===== src/rtl/mrr_pkg.sv =====
// ----------------------------------------------------------------------------
// mrr_pkg
// Shared counter type for the Miller-Rabin round engine.
// ----------------------------------------------------------------------------
package mrr_pkg;

    // Step and shift counters; wide enough for numbers of up to 32 bits.
    typedef logic [5:0] bit_count_t;

endpackage


===== src/rtl/mrr_mulmod.sv =====
// ----------------------------------------------------------------------------
// mrr_mulmod
// Bit-serial modular multiplier: result = (x * m) mod n, with x < n.
// Scans m from its top bit, one bit per cycle.
// ----------------------------------------------------------------------------
module mrr_mulmod
    import mrr_pkg::*;
#(
    parameter int unsigned NUMBER_BITS = 28
)
(
    input  logic                   clk,
    input  logic                   rst_n,
    input  logic                   start,
    input  logic [NUMBER_BITS-1:0] x,
    input  logic [NUMBER_BITS-1:0] m,
    input  logic [NUMBER_BITS-1:0] n,
    output logic                   done,
    output logic [NUMBER_BITS-1:0] result
);

    logic [NUMBER_BITS-1:0] acc_reg;
    logic [NUMBER_BITS-1:0] acc_next;
    logic [NUMBER_BITS-1:0] m_reg;
    bit_count_t             cnt_reg;
    logic                   busy_reg;
    logic                   done_reg;

    logic [NUMBER_BITS:0]   n_ext;
    logic [NUMBER_BITS:0]   dbl;
    logic [NUMBER_BITS:0]   red;
    logic [NUMBER_BITS:0]   sum;
    logic [NUMBER_BITS:0]   sum_red;

    always_comb
    begin
        n_ext    = {1'b0, n};
        dbl      = {acc_reg, 1'b0};
        red      = (dbl >= n_ext) ? (dbl - n_ext) : dbl;
        sum      = red + {1'b0, x};
        sum_red  = (sum >= n_ext) ? (sum - n_ext) : sum;
        acc_next = m_reg[NUMBER_BITS-1] ? sum_red[NUMBER_BITS-1:0] : red[NUMBER_BITS-1:0];
    end

    always_ff @(posedge clk or negedge rst_n)
    begin
        if (!rst_n)
        begin
            acc_reg  <= '0;
            m_reg    <= '0;
            cnt_reg  <= '0;
            busy_reg <= 1'b0;
            done_reg <= 1'b0;
        end
        else
        begin
            done_reg <= 1'b0;
            if (start)
            begin
                acc_reg  <= '0;
                m_reg    <= m;
                cnt_reg  <= bit_count_t'(NUMBER_BITS - 1);
                busy_reg <= 1'b1;
            end
            else if (busy_reg)
            begin
                acc_reg <= acc_next;
                m_reg   <= {m_reg[NUMBER_BITS-2:0], 1'b0};
                cnt_reg <= cnt_reg - bit_count_t'(1);
                if (cnt_reg == '0)
                begin
                    busy_reg <= 1'b0;
                    done_reg <= 1'b1;
                end
            end
        end
    end

    assign done   = done_reg;
    assign result = acc_reg;

endmodule


===== src/rtl/miller_rabin_round_top.sv =====
// ----------------------------------------------------------------------------
// miller_rabin_round_top
// One Miller-Rabin round per transfer, with a composite flag kept across the
// rounds of one candidate.
// ----------------------------------------------------------------------------
// Flow: candidates below three or even go straight to the output state; otherwise n - 1
//   is split as d * 2^s, the witness is reduced mod n and raised to d, and at most s
//   closing squarings follow.
// Throughput: one item at a time; the next item is taken while a result waits.
// Reset: asynchronous, active low; clears the composite flag and the output.
// ----------------------------------------------------------------------------
module miller_rabin_round_top
    import mrr_pkg::*;
#(
    parameter int unsigned NUMBER_BITS = 28
)
(
    input  logic                   clk,
    input  logic                   rst_n,
    input  logic                   in_valid,
    output logic                   in_ready,
    input  logic [NUMBER_BITS-1:0] candidate,
    input  logic [NUMBER_BITS-1:0] witness,
    input  logic                   final_round,
    output logic                   out_valid,
    input  logic                   out_ready,
    output logic                   probably_prime,
    output logic                   verdict_final
);

    localparam logic [NUMBER_BITS-1:0] ONE = NUMBER_BITS'(1);
    localparam logic [NUMBER_BITS-1:0] TWO = NUMBER_BITS'(2);

    typedef enum logic [2:0] {
        S_IDLE,
        S_SPLIT,
        S_RED,
        S_EXP_SQ,
        S_EXP_MUL,
        S_CHK,
        S_POST_SQ,
        S_OUT
    } state_t;

    state_t                 state_reg;
    logic [NUMBER_BITS-1:0] n_reg;
    logic [NUMBER_BITS-1:0] nm1_reg;
    logic [NUMBER_BITS-1:0] w_reg;
    logic [NUMBER_BITS-1:0] a_reg;
    logic [NUMBER_BITS-1:0] y_reg;
    logic [NUMBER_BITS-1:0] e_reg;
    bit_count_t             s_reg;
    bit_count_t             k_reg;
    bit_count_t             cnt_reg;
    logic                   fin_reg;
    logic                   comp_reg;
    logic                   seen_reg;
    logic                   mul_start_reg;
    logic [NUMBER_BITS-1:0] mul_x_reg;
    logic [NUMBER_BITS-1:0] mul_m_reg;
    logic                   out_valid_reg;
    logic                   probably_prime_reg;
    logic                   verdict_final_reg;

    logic                   mul_done;
    logic [NUMBER_BITS-1:0] mul_result;
    logic                   in_xfer;

    mrr_mulmod #(
        .NUMBER_BITS(NUMBER_BITS)
    ) u_mulmod (
        .clk    (clk),
        .rst_n  (rst_n),
        .start  (mul_start_reg),
        .x      (mul_x_reg),
        .m      (mul_m_reg),
        .n      (n_reg),
        .done   (mul_done),
        .result (mul_result)
    );

    assign in_ready = (state_reg == S_IDLE);
    assign in_xfer  = in_valid && in_ready;

    always_ff @(posedge clk or negedge rst_n)
    begin
        if (!rst_n)
        begin
            state_reg          <= S_IDLE;
            n_reg              <= '0;
            nm1_reg            <= '0;
            w_reg              <= '0;
            a_reg              <= '0;
            y_reg              <= '0;
            e_reg              <= '0;
            s_reg              <= '0;
            k_reg              <= '0;
            cnt_reg            <= '0;
            fin_reg            <= 1'b0;
            comp_reg           <= 1'b0;
            seen_reg           <= 1'b0;
            mul_start_reg      <= 1'b0;
            mul_x_reg          <= '0;
            mul_m_reg          <= '0;
            out_valid_reg      <= 1'b0;
            probably_prime_reg <= 1'b0;
            verdict_final_reg  <= 1'b0;
        end
        else
        begin
            mul_start_reg <= 1'b0;
            if (out_valid_reg && out_ready && state_reg != S_OUT)
            begin
                out_valid_reg <= 1'b0;
            end

            unique case (state_reg)
                S_IDLE:
                begin
                    if (in_xfer)
                    begin
                        n_reg   <= candidate;
                        nm1_reg <= candidate - ONE;
                        e_reg   <= candidate - ONE;
                        w_reg   <= witness;
                        fin_reg <= final_round;
                        s_reg   <= '0;
                        priority if (candidate == TWO)
                        begin
                            comp_reg  <= 1'b0;
                            state_reg <= S_OUT;
                        end
                        else if (candidate[NUMBER_BITS-1:1] == '0 || !candidate[0])
                        begin
                            comp_reg  <= 1'b1;
                            state_reg <= S_OUT;
                        end
                        else
                        begin
                            state_reg <= S_SPLIT;
                        end
                    end
                end

                S_SPLIT:
                begin
                    if (!e_reg[0])
                    begin
                        e_reg <= {1'b0, e_reg[NUMBER_BITS-1:1]};
                        s_reg <= s_reg + bit_count_t'(1);
                    end
                    else
                    begin
                        mul_x_reg     <= ONE;
                        mul_m_reg     <= w_reg;
                        mul_start_reg <= 1'b1;
                        state_reg     <= S_RED;
                    end
                end

                S_RED:
                begin
                    if (mul_done)
                    begin
                        a_reg <= mul_result;
                        if (mul_result == '0)
                        begin
                            comp_reg  <= 1'b1;
                            state_reg <= S_OUT;
                        end
                        else
                        begin
                            y_reg         <= ONE;
                            cnt_reg       <= bit_count_t'(NUMBER_BITS);
                            mul_x_reg     <= ONE;
                            mul_m_reg     <= ONE;
                            mul_start_reg <= 1'b1;
                            state_reg     <= S_EXP_SQ;
                        end
                    end
                end

                S_EXP_SQ, S_EXP_MUL:
                begin
                    if (mul_done)
                    begin
                        y_reg <= mul_result;
                        if (state_reg == S_EXP_SQ && e_reg[NUMBER_BITS-1])
                        begin
                            mul_x_reg     <= mul_result;
                            mul_m_reg     <= a_reg;
                            mul_start_reg <= 1'b1;
                            state_reg     <= S_EXP_MUL;
                        end
                        else if (cnt_reg == bit_count_t'(1))
                        begin
                            k_reg     <= '0;
                            state_reg <= S_CHK;
                        end
                        else
                        begin
                            cnt_reg       <= cnt_reg - bit_count_t'(1);
                            e_reg         <= {e_reg[NUMBER_BITS-2:0], 1'b0};
                            mul_x_reg     <= mul_result;
                            mul_m_reg     <= mul_result;
                            mul_start_reg <= 1'b1;
                            state_reg     <= S_EXP_SQ;
                        end
                    end
                end

                S_CHK:
                begin
                    if (k_reg == s_reg || y_reg == ONE || y_reg == nm1_reg)
                    begin
                        comp_reg  <= (y_reg != nm1_reg) && (k_reg != '0);
                        state_reg <= S_OUT;
                    end
                    else
                    begin
                        mul_x_reg     <= y_reg;
                        mul_m_reg     <= y_reg;
                        mul_start_reg <= 1'b1;
                        state_reg     <= S_POST_SQ;
                    end
                end

                S_POST_SQ:
                begin
                    if (mul_done)
                    begin
                        y_reg     <= mul_result;
                        k_reg     <= k_reg + bit_count_t'(1);
                        state_reg <= S_CHK;
                    end
                end

                S_OUT:
                begin
                    if (!out_valid_reg || out_ready)
                    begin
                        out_valid_reg      <= 1'b1;
                        probably_prime_reg <= !(seen_reg || comp_reg);
                        verdict_final_reg  <= fin_reg;
                        seen_reg           <= fin_reg ? 1'b0 : (seen_reg || comp_reg);
                        state_reg          <= S_IDLE;
                    end
                end

                default:
                begin
                    state_reg <= S_IDLE;
                end
            endcase
        end
    end

    assign out_valid      = out_valid_reg;
    assign probably_prime = probably_prime_reg;
    assign verdict_final  = verdict_final_reg;

endmodule


===== config.mk =====
export PLATFORM = sky130hd
export DESIGN_NAME = miller_rabin_round_top
export DESIGN_NICKNAME = d
export VERILOG_FILES = /design/src/rtl/mrr_pkg.sv /design/src/rtl/mrr_mulmod.sv /design/src/rtl/miller_rabin_round_top.sv
export SDC_FILE = /design/constraint.sdc
export NUM_CORES = 1
export LEC_CHECK = 0
export ABC_AREA = 1
export BUFFER_PORTS_ARGS = -buffer_cell sky130_fd_sc_hd__buf_2
export CORE_MARGIN = 4
export CORE_UTILIZATION = 50
export DETAILED_ROUTE_END_ITERATION = 12
export HOLD_SLACK_MARGIN = 0.08
export MAX_ROUTING_LAYER = met4
export PLACE_DENSITY = 0.7
export SLEW_MARGIN = 20
export SYNTH_ARGS = -nofsm -noshare
export SYNTH_HDL_FRONTEND = slang
export SYNTH_SLANG_ARGS = --single-unit

===== constraint.sdc =====
create_clock -name clk -period 15.3 [get_ports clk]
set_input_delay 0.765 -clock clk [delete_from_list [all_inputs] [get_ports clk]]
set_output_delay 0.765 -clock clk [all_outputs]
set_load 0.01 [all_outputs]

[Word-level counts from Yosys, hierarchy flattened]
Index checks and enable logic that the tools add are counted.
Word-level totals
  register bits: 316
  logic and storage cells: 187
  bits of input ports: 61
Operators by class
  reductions and logical operators: 40
  mux-type cells: 81
  equality and inequality tests: 31
  order comparisons: 2
  add/subtract/negate cells: 8
Operator list (count)
  $mux 28: 22
  $pmux 28 s4: 2
  $pmux 28 s3: 1
  $mux 6: 13
  $ge 29x28->1: 2
  $pmux 28 s2: 1
  $pmux 6 s2: 3
  $mux 3: 11
  $add 29x28->29: 1
  $mux 29: 1
  $sub 29x28->29: 1
  $eq 28x1->1 const B: 1
  $eq 28x2->1 const B: 1
  $eq 28x28->1: 1
  $logic_not 28->1: 1
  $ne 28x28->1: 1
  $sub 28x1->28 const B: 1
  $sub 28x28->28: 1
  $logic_not 27->1: 1
  $mux 1: 24
  $reduce_and 6->1: 4
  $pmux 3 s7: 1
  $ne 2x2->1 const B: 10
  $add 6x1->6 const B: 2
  other kinds (27): 55

[Longest topological paths before layout]
  depth after elaboration: 8
  mapped depth: 40

[Modules after synthesis]
A second synthesis with hierarchy kept.
Second synthesis, totals
  cells, all modules: 3179
  area, all modules: 21788.4 sq um
By module, submodules not included
  miller_rabin_round_top: cells each 1652, times used 1, sequential area each 6306.0 sq um, area an instance 12709.7 sq um
  mrr_mulmod: cells each 1527, times used 1, sequential area each 1601.5 sq um, area an instance 9078.7 sq um

[Worst setup path before layout]
No wires, ideal clock.
  kind: flip-flop to flip-flop
  from: reg u_mulmod.acc_reg[22], in the netlist u_mulmod.result[22]
  to: reg u_mulmod.acc_reg[19], in the netlist u_mulmod.result[19]
  data required time: 15234 ps
  buffers on the path: 2
  data arrival time: 4866 ps
  clock period less this slack: 4931 ps
  cell stages (with the launch flop): 39
  path slack: 10369 ps
  path through: dfrtp_1 > ha_1 > nand2_2 > nor2_2 > nand2_1 > nor2_2 > nand2_1 > nand3_1 > nor2_1 > nand2_2 > inv_1 > nor2_1 > ha_1 > inv_1 > fa_1 > inv_1 > nand3_1 > nand2_1 > [... 3 more ...] > nand2_1 > nand2_1 > nand2_1 > xor2_1 > ha_1 > nand2_1 > nor2_1 > nand2_1 > nor2_1 > nand4_1 > nor3_1 > a21oi_1 > clkbuf_1 > buf_2 > nand4_1 > nand3_1 > nand2_1 > nand2_1
On the way
  longest elaborated chain between the ends: 8
  elaborated cells between the ends (all ways): 10
  classes of those cells: add/sub: 3; order compare: 2; mux: 5
Ends and longest elaborated chain
  start, declared: line mrr_mulmod.sv:22  | logic [NUMBER_BITS-1:0] acc_reg;
  start signal, assigned: line mrr_mulmod.sv:67  | acc_reg <= acc_next;
  $sub 29x28->29 or $ge 29x28->1 (tied branches): line mrr_mulmod.sv:39  | red = (dbl >= n_ext) ? (dbl - n_ext) : dbl;
  $mux 29 (*): line mrr_mulmod.sv:39
  $add 29x28->29: line mrr_mulmod.sv:40  | sum = red + {1'b0, x};
  $ge 29x28->1 or $sub 28x28->28 (tied branches): line mrr_mulmod.sv:41  | sum_red = (sum >= n_ext) ? (sum - n_ext) : sum;
  $mux 28: line mrr_mulmod.sv:41
  $mux 28 (*): line mrr_mulmod.sv:42  | acc_next = m_reg[NUMBER_BITS-1] ? sum_red[NUMBER_BITS-1:0] : red[NUMBER_BITS-1:0];
  $mux 28 (*): line mrr_mulmod.sv:65  | else if (busy_reg)
  $mux 28 (*): line mrr_mulmod.sv:58  | if (start)
Mark *: on every way between the ends. The rest lies on a longest branch, timed or not. The select of a mux whose other input is x is not followed.
A chain may end at the register's enable or synchronous reset.

[Worst setup path after layout]
  from: reg u_mulmod.acc_reg[9], in the netlist u_mulmod.result[9]
  to: reg u_mulmod.acc_reg[12], in the netlist u_mulmod.result[12]
On the way
  longest elaborated chain between the ends: 8
  elaborated cells between the ends (all ways): 10
  classes of those cells: add/sub: 3; order compare: 2; mux: 5
Ends and longest elaborated chain (line)
  $sub 29x28->29 or $ge 29x28->1 (tied branches): mrr_mulmod.sv:39
  $mux 29 (*): mrr_mulmod.sv:39
  $add 29x28->29: mrr_mulmod.sv:40
  $sub 28x28->28 or $ge 29x28->1 (tied branches): mrr_mulmod.sv:41
  $mux 28: mrr_mulmod.sv:41
  $mux 28 (*): mrr_mulmod.sv:42
  $mux 28 (*): mrr_mulmod.sv:65
  $mux 28 (*): mrr_mulmod.sv:58
Marks and branches as above.

==> flow_summary.json <==
{
  "finalNonFillerCells": 3640,
  "finalWorstSetupSlack_ns": 7.28,
  "max-clock-path-buffers": 3,
  "clock-root-buffer": "sky130_fd_sc_hd__clkbuf_16",
  "grt_setup_unrepaired": "no",
  "tritoncts": "yes",
  "critical_path_class": "reg -> reg",
  "dp_worst_setup_slack_ns": 7.59,
  "regToRegSetupSlack_ns": 7.28,
  "timing.critical_path.from_type": "register",
  "critPathRequiredTime_ns": 15.73,
  "via_count_of_the_first_global_routing_pass": 20600,
  "path_max_fanout": 53,
  "drt_drc_violations_left": 0,
  "slew_headroom": 0.286,
  "fp.dieW_um": 215,
  "postRouteWirelength_mm": 82.6,
  "cts_inserted_buffers": 37,
  "worst_pin_slew_ns": 1.07,
  "wire_per_inst_um": 22.7,
  "critical_path_arrival_ns": 8.45,
  "h-tree-depth": 2,
  "worstSkewPairLatency_ns": 0.56,
  "report.final.hold_viol_count": 0,
  "placed_cells": 3573,
  "worst_r2r_startpoint": "u_mulmod.result[9]",
  "drt-initial-drc-count": 2586,
  "antenna_violations_before_repair": 1,
  "yosysWarningCount": 0,
  "syn_area_um2": 21400,
  "ys_seq_area_frac": 0.370,
  "critical-path-max-stage-delay_ns": 0.67,
  "clkSlewWorstSetupHoldPaths_ns": 0.06,
  "grt_start_max_net_pins": 170,
  "yosys-mux-area-fraction": 0,
  "die_ar_um2": 46100,
  "post-cts-setup-buffer-count": 0,
  "synth-edff-count": 0,
  "die_height_um": 215,
  "timing.critical_path.slowest_stage_cell": "sky130_fd_sc_hd__nand2_2",
  "clock-sinks": 316,
  "yosysUniqueCellTypes": 54,
  "critical-path-top-cell-by-count": "sky130_fd_sc_hd__nand2_1",
  "post_drt_via_cell_ratio": 5.90,
  "routed-via-count": 21500,
  "min_period_over_period": 0.524,
  "grt-ovfl-total": 0,
  "area_growth_pct": 9.01,
  "maximum_operating_frequency_mhz": 125,
  "cts_hold_buffers": 0,
  "timing.rr.end": "u_mulmod.result[12]",
  "initial_core_util": 0.507,
  "floorplan.rows": 75,
  "final.min_clock_period_ns": 8.02,
  "post_route_cells_drive_above_1_share": 0.0584,
  "synth-xor-area-share": 0.0426,
  "core_area_um2": 42100,
  "finalSetupViolCount": 0,
  "asyncSetResetFlopFracSynth": 1.00,
  "final_nets": 3231,
  "cts.repair.resized": 0,
  "most-common-layout-cells": "sky130_fd_sc_hd__nand2_1 (827), sky130_fd_sc_hd__inv_1 (393), sky130_fd_sc_hd__dfrtp_1 (315), sky130_fd_sc_hd__o21ai_0 (306), sky130_fd_sc_hd__nor2_1 (238)",
  "status": "complete, no violations",
  "worst-r2r-cell-count": 36,
  "fin_skew_ns": 0.0277,
  "final.setup.tns_ns": 0,
  "layout.cells.most_common": "sky130_fd_sc_hd__nand2_1",
  "postSynthCellCount": 3064,
  "gp_congestion": 1.07,
  "synth-adder-area-share": 0.0578,
  "synth_top_family_by_area": "simple AND/OR/NAND/NOR gates",
  "max-cap-violations": 0,
  "flip_flop_and_latch_count_after_synthesis": 316,
  "synth_compound_area_frac": 0.167,
  "dominantRegCellSynth": "sky130_fd_sc_hd__dfrtp_1",
  "post_synth.cell_area_avg_um2": 6.98,
  "cp-end-kind": "register",
  "port-buffer-count": 64,
  "drt_pre_antenna_iters": 8,
  "all_layer_global_routing_usage": 0.361,
  "postSynthNetCount": 3222,
  "min_path_type": "in -> async",
  "grt_first_pass_wirelength_mm": 125,
  "design.portCount": 65,
  "dpl.hpwl_mm": 64.4,
  "final_antenna_net_count": 0,
  "synth_simple_gate_area_frac": 0.269,
  "slew_viol_final": 0
}
## cells in the mapped netlist (5+ instances only)
cell	instances	area, um^2
sky130_fd_sc_hd__a21o_1	9	67.6
sky130_fd_sc_hd__a21oi_1	182	911
sky130_fd_sc_hd__a22oi_1	28	210
sky130_fd_sc_hd__a31oi_1	5	31.3
sky130_fd_sc_hd__buf_2	23	115
sky130_fd_sc_hd__buf_6	6	67.6
sky130_fd_sc_hd__clkbuf_1	74	278
sky130_fd_sc_hd__dfrtp_1	316	7910
sky130_fd_sc_hd__ha_1	94	1180
sky130_fd_sc_hd__inv_1	394	1480
sky130_fd_sc_hd__inv_2	5	18.8
sky130_fd_sc_hd__nand2_1	828	3110
sky130_fd_sc_hd__nand2_2	5	31.3
sky130_fd_sc_hd__nand3_1	145	726
sky130_fd_sc_hd__nand3b_1	5	37.5
sky130_fd_sc_hd__nand4_1	73	457
sky130_fd_sc_hd__nor2_1	244	916
sky130_fd_sc_hd__nor2_2	6	37.5
sky130_fd_sc_hd__nor3_1	39	195
sky130_fd_sc_hd__nor4_1	11	68.8
sky130_fd_sc_hd__o211ai_1	5	37.5
sky130_fd_sc_hd__o21ai_0	306	1530
sky130_fd_sc_hd__o21ai_1	58	290
sky130_fd_sc_hd__o21bai_1	16	120
sky130_fd_sc_hd__o22ai_1	20	125
sky130_fd_sc_hd__or2_2	7	43.8
sky130_fd_sc_hd__xnor2_1	49	429
sky130_fd_sc_hd__xor2_1	55	482
## critical path: cells and delay by family (launching register included)
family                   cells  cell delay, ns
AND/OR/NAND/NOR             23            4.08
adder cells (fa/ha/maj)      4            1.52
buffers and inverters        4            0.73
AO/OA/AOI/OAI                4            0.71
flip-flops                   1            0.43
XOR/XNOR                     1            0.41
## how the worst max path moves through the flow
stage                         from             endpoint  slack (ns)  cells past startpoint
6_report        u_mulmod.result[9]  u_mulmod.result[12]        7.28                     36
4_1_cts         u_mulmod.result[9]  u_mulmod.result[12]        7.53                     36
5_1_grt         u_mulmod.result[9]  u_mulmod.result[24]        6.78                     36
3_5_place_dp    u_mulmod.result[9]  u_mulmod.result[12]        7.59                     36
2_1_floorplan  u_mulmod.result[22]  u_mulmod.result[19]       10.37                     38
3_3_place_gp   u_mulmod.result[12]  u_mulmod.result[16]        7.56                     36
## kinds of logic after synthesis
| group | Yosys count |
|---|---|
| AND/OR/NAND/NOR | 1378 |
| flip-flops | 316 |
| AO/OA/AOI/OAI | 657 |
| XOR/XNOR | 104 |
| adder cells (fa/ha/maj) | 97 |
| buffers and inverters | 512 |
## final cells by class
cell class | instances | area [um^2]
antenna | 1 | 2.50
clock buffer | 54 | 1080
clock inverter | 12 | 133
fill | 4156 | 18800
inverter | 402 | 1510
multi-input combinational | 2236 | 11500
sequential | 316 | 7910
tap | 539 | 674
timing repair buffer | 80 | 463
## stage by stage
step	utilization	instance area, um^2	hold WS (ns)
floorplan	-	21400	0.427
global placement	0.524	22100	0.450
detailed placement	0.524	22100	0.455
CTS	0.553	23300	0.198
global route	0.553	23300	0.236
finish	0.553	23300	0.189
## per-layer routing
layer / up-vias / global-route usage / part of all wire
li1: 10100 / - / -
met1: 10200 / 0.470 / 0.41
met2: 1024 / 0.560 / 0.45
met3: 189 / 0.0631 / 0.088
met4: 0 / 0.151 / 0.049
met5: - / - / 0
Power is left out: the tool's default activity adds up to more than one toggle a clock period on the data nets, which glitch-free logic cannot reach.
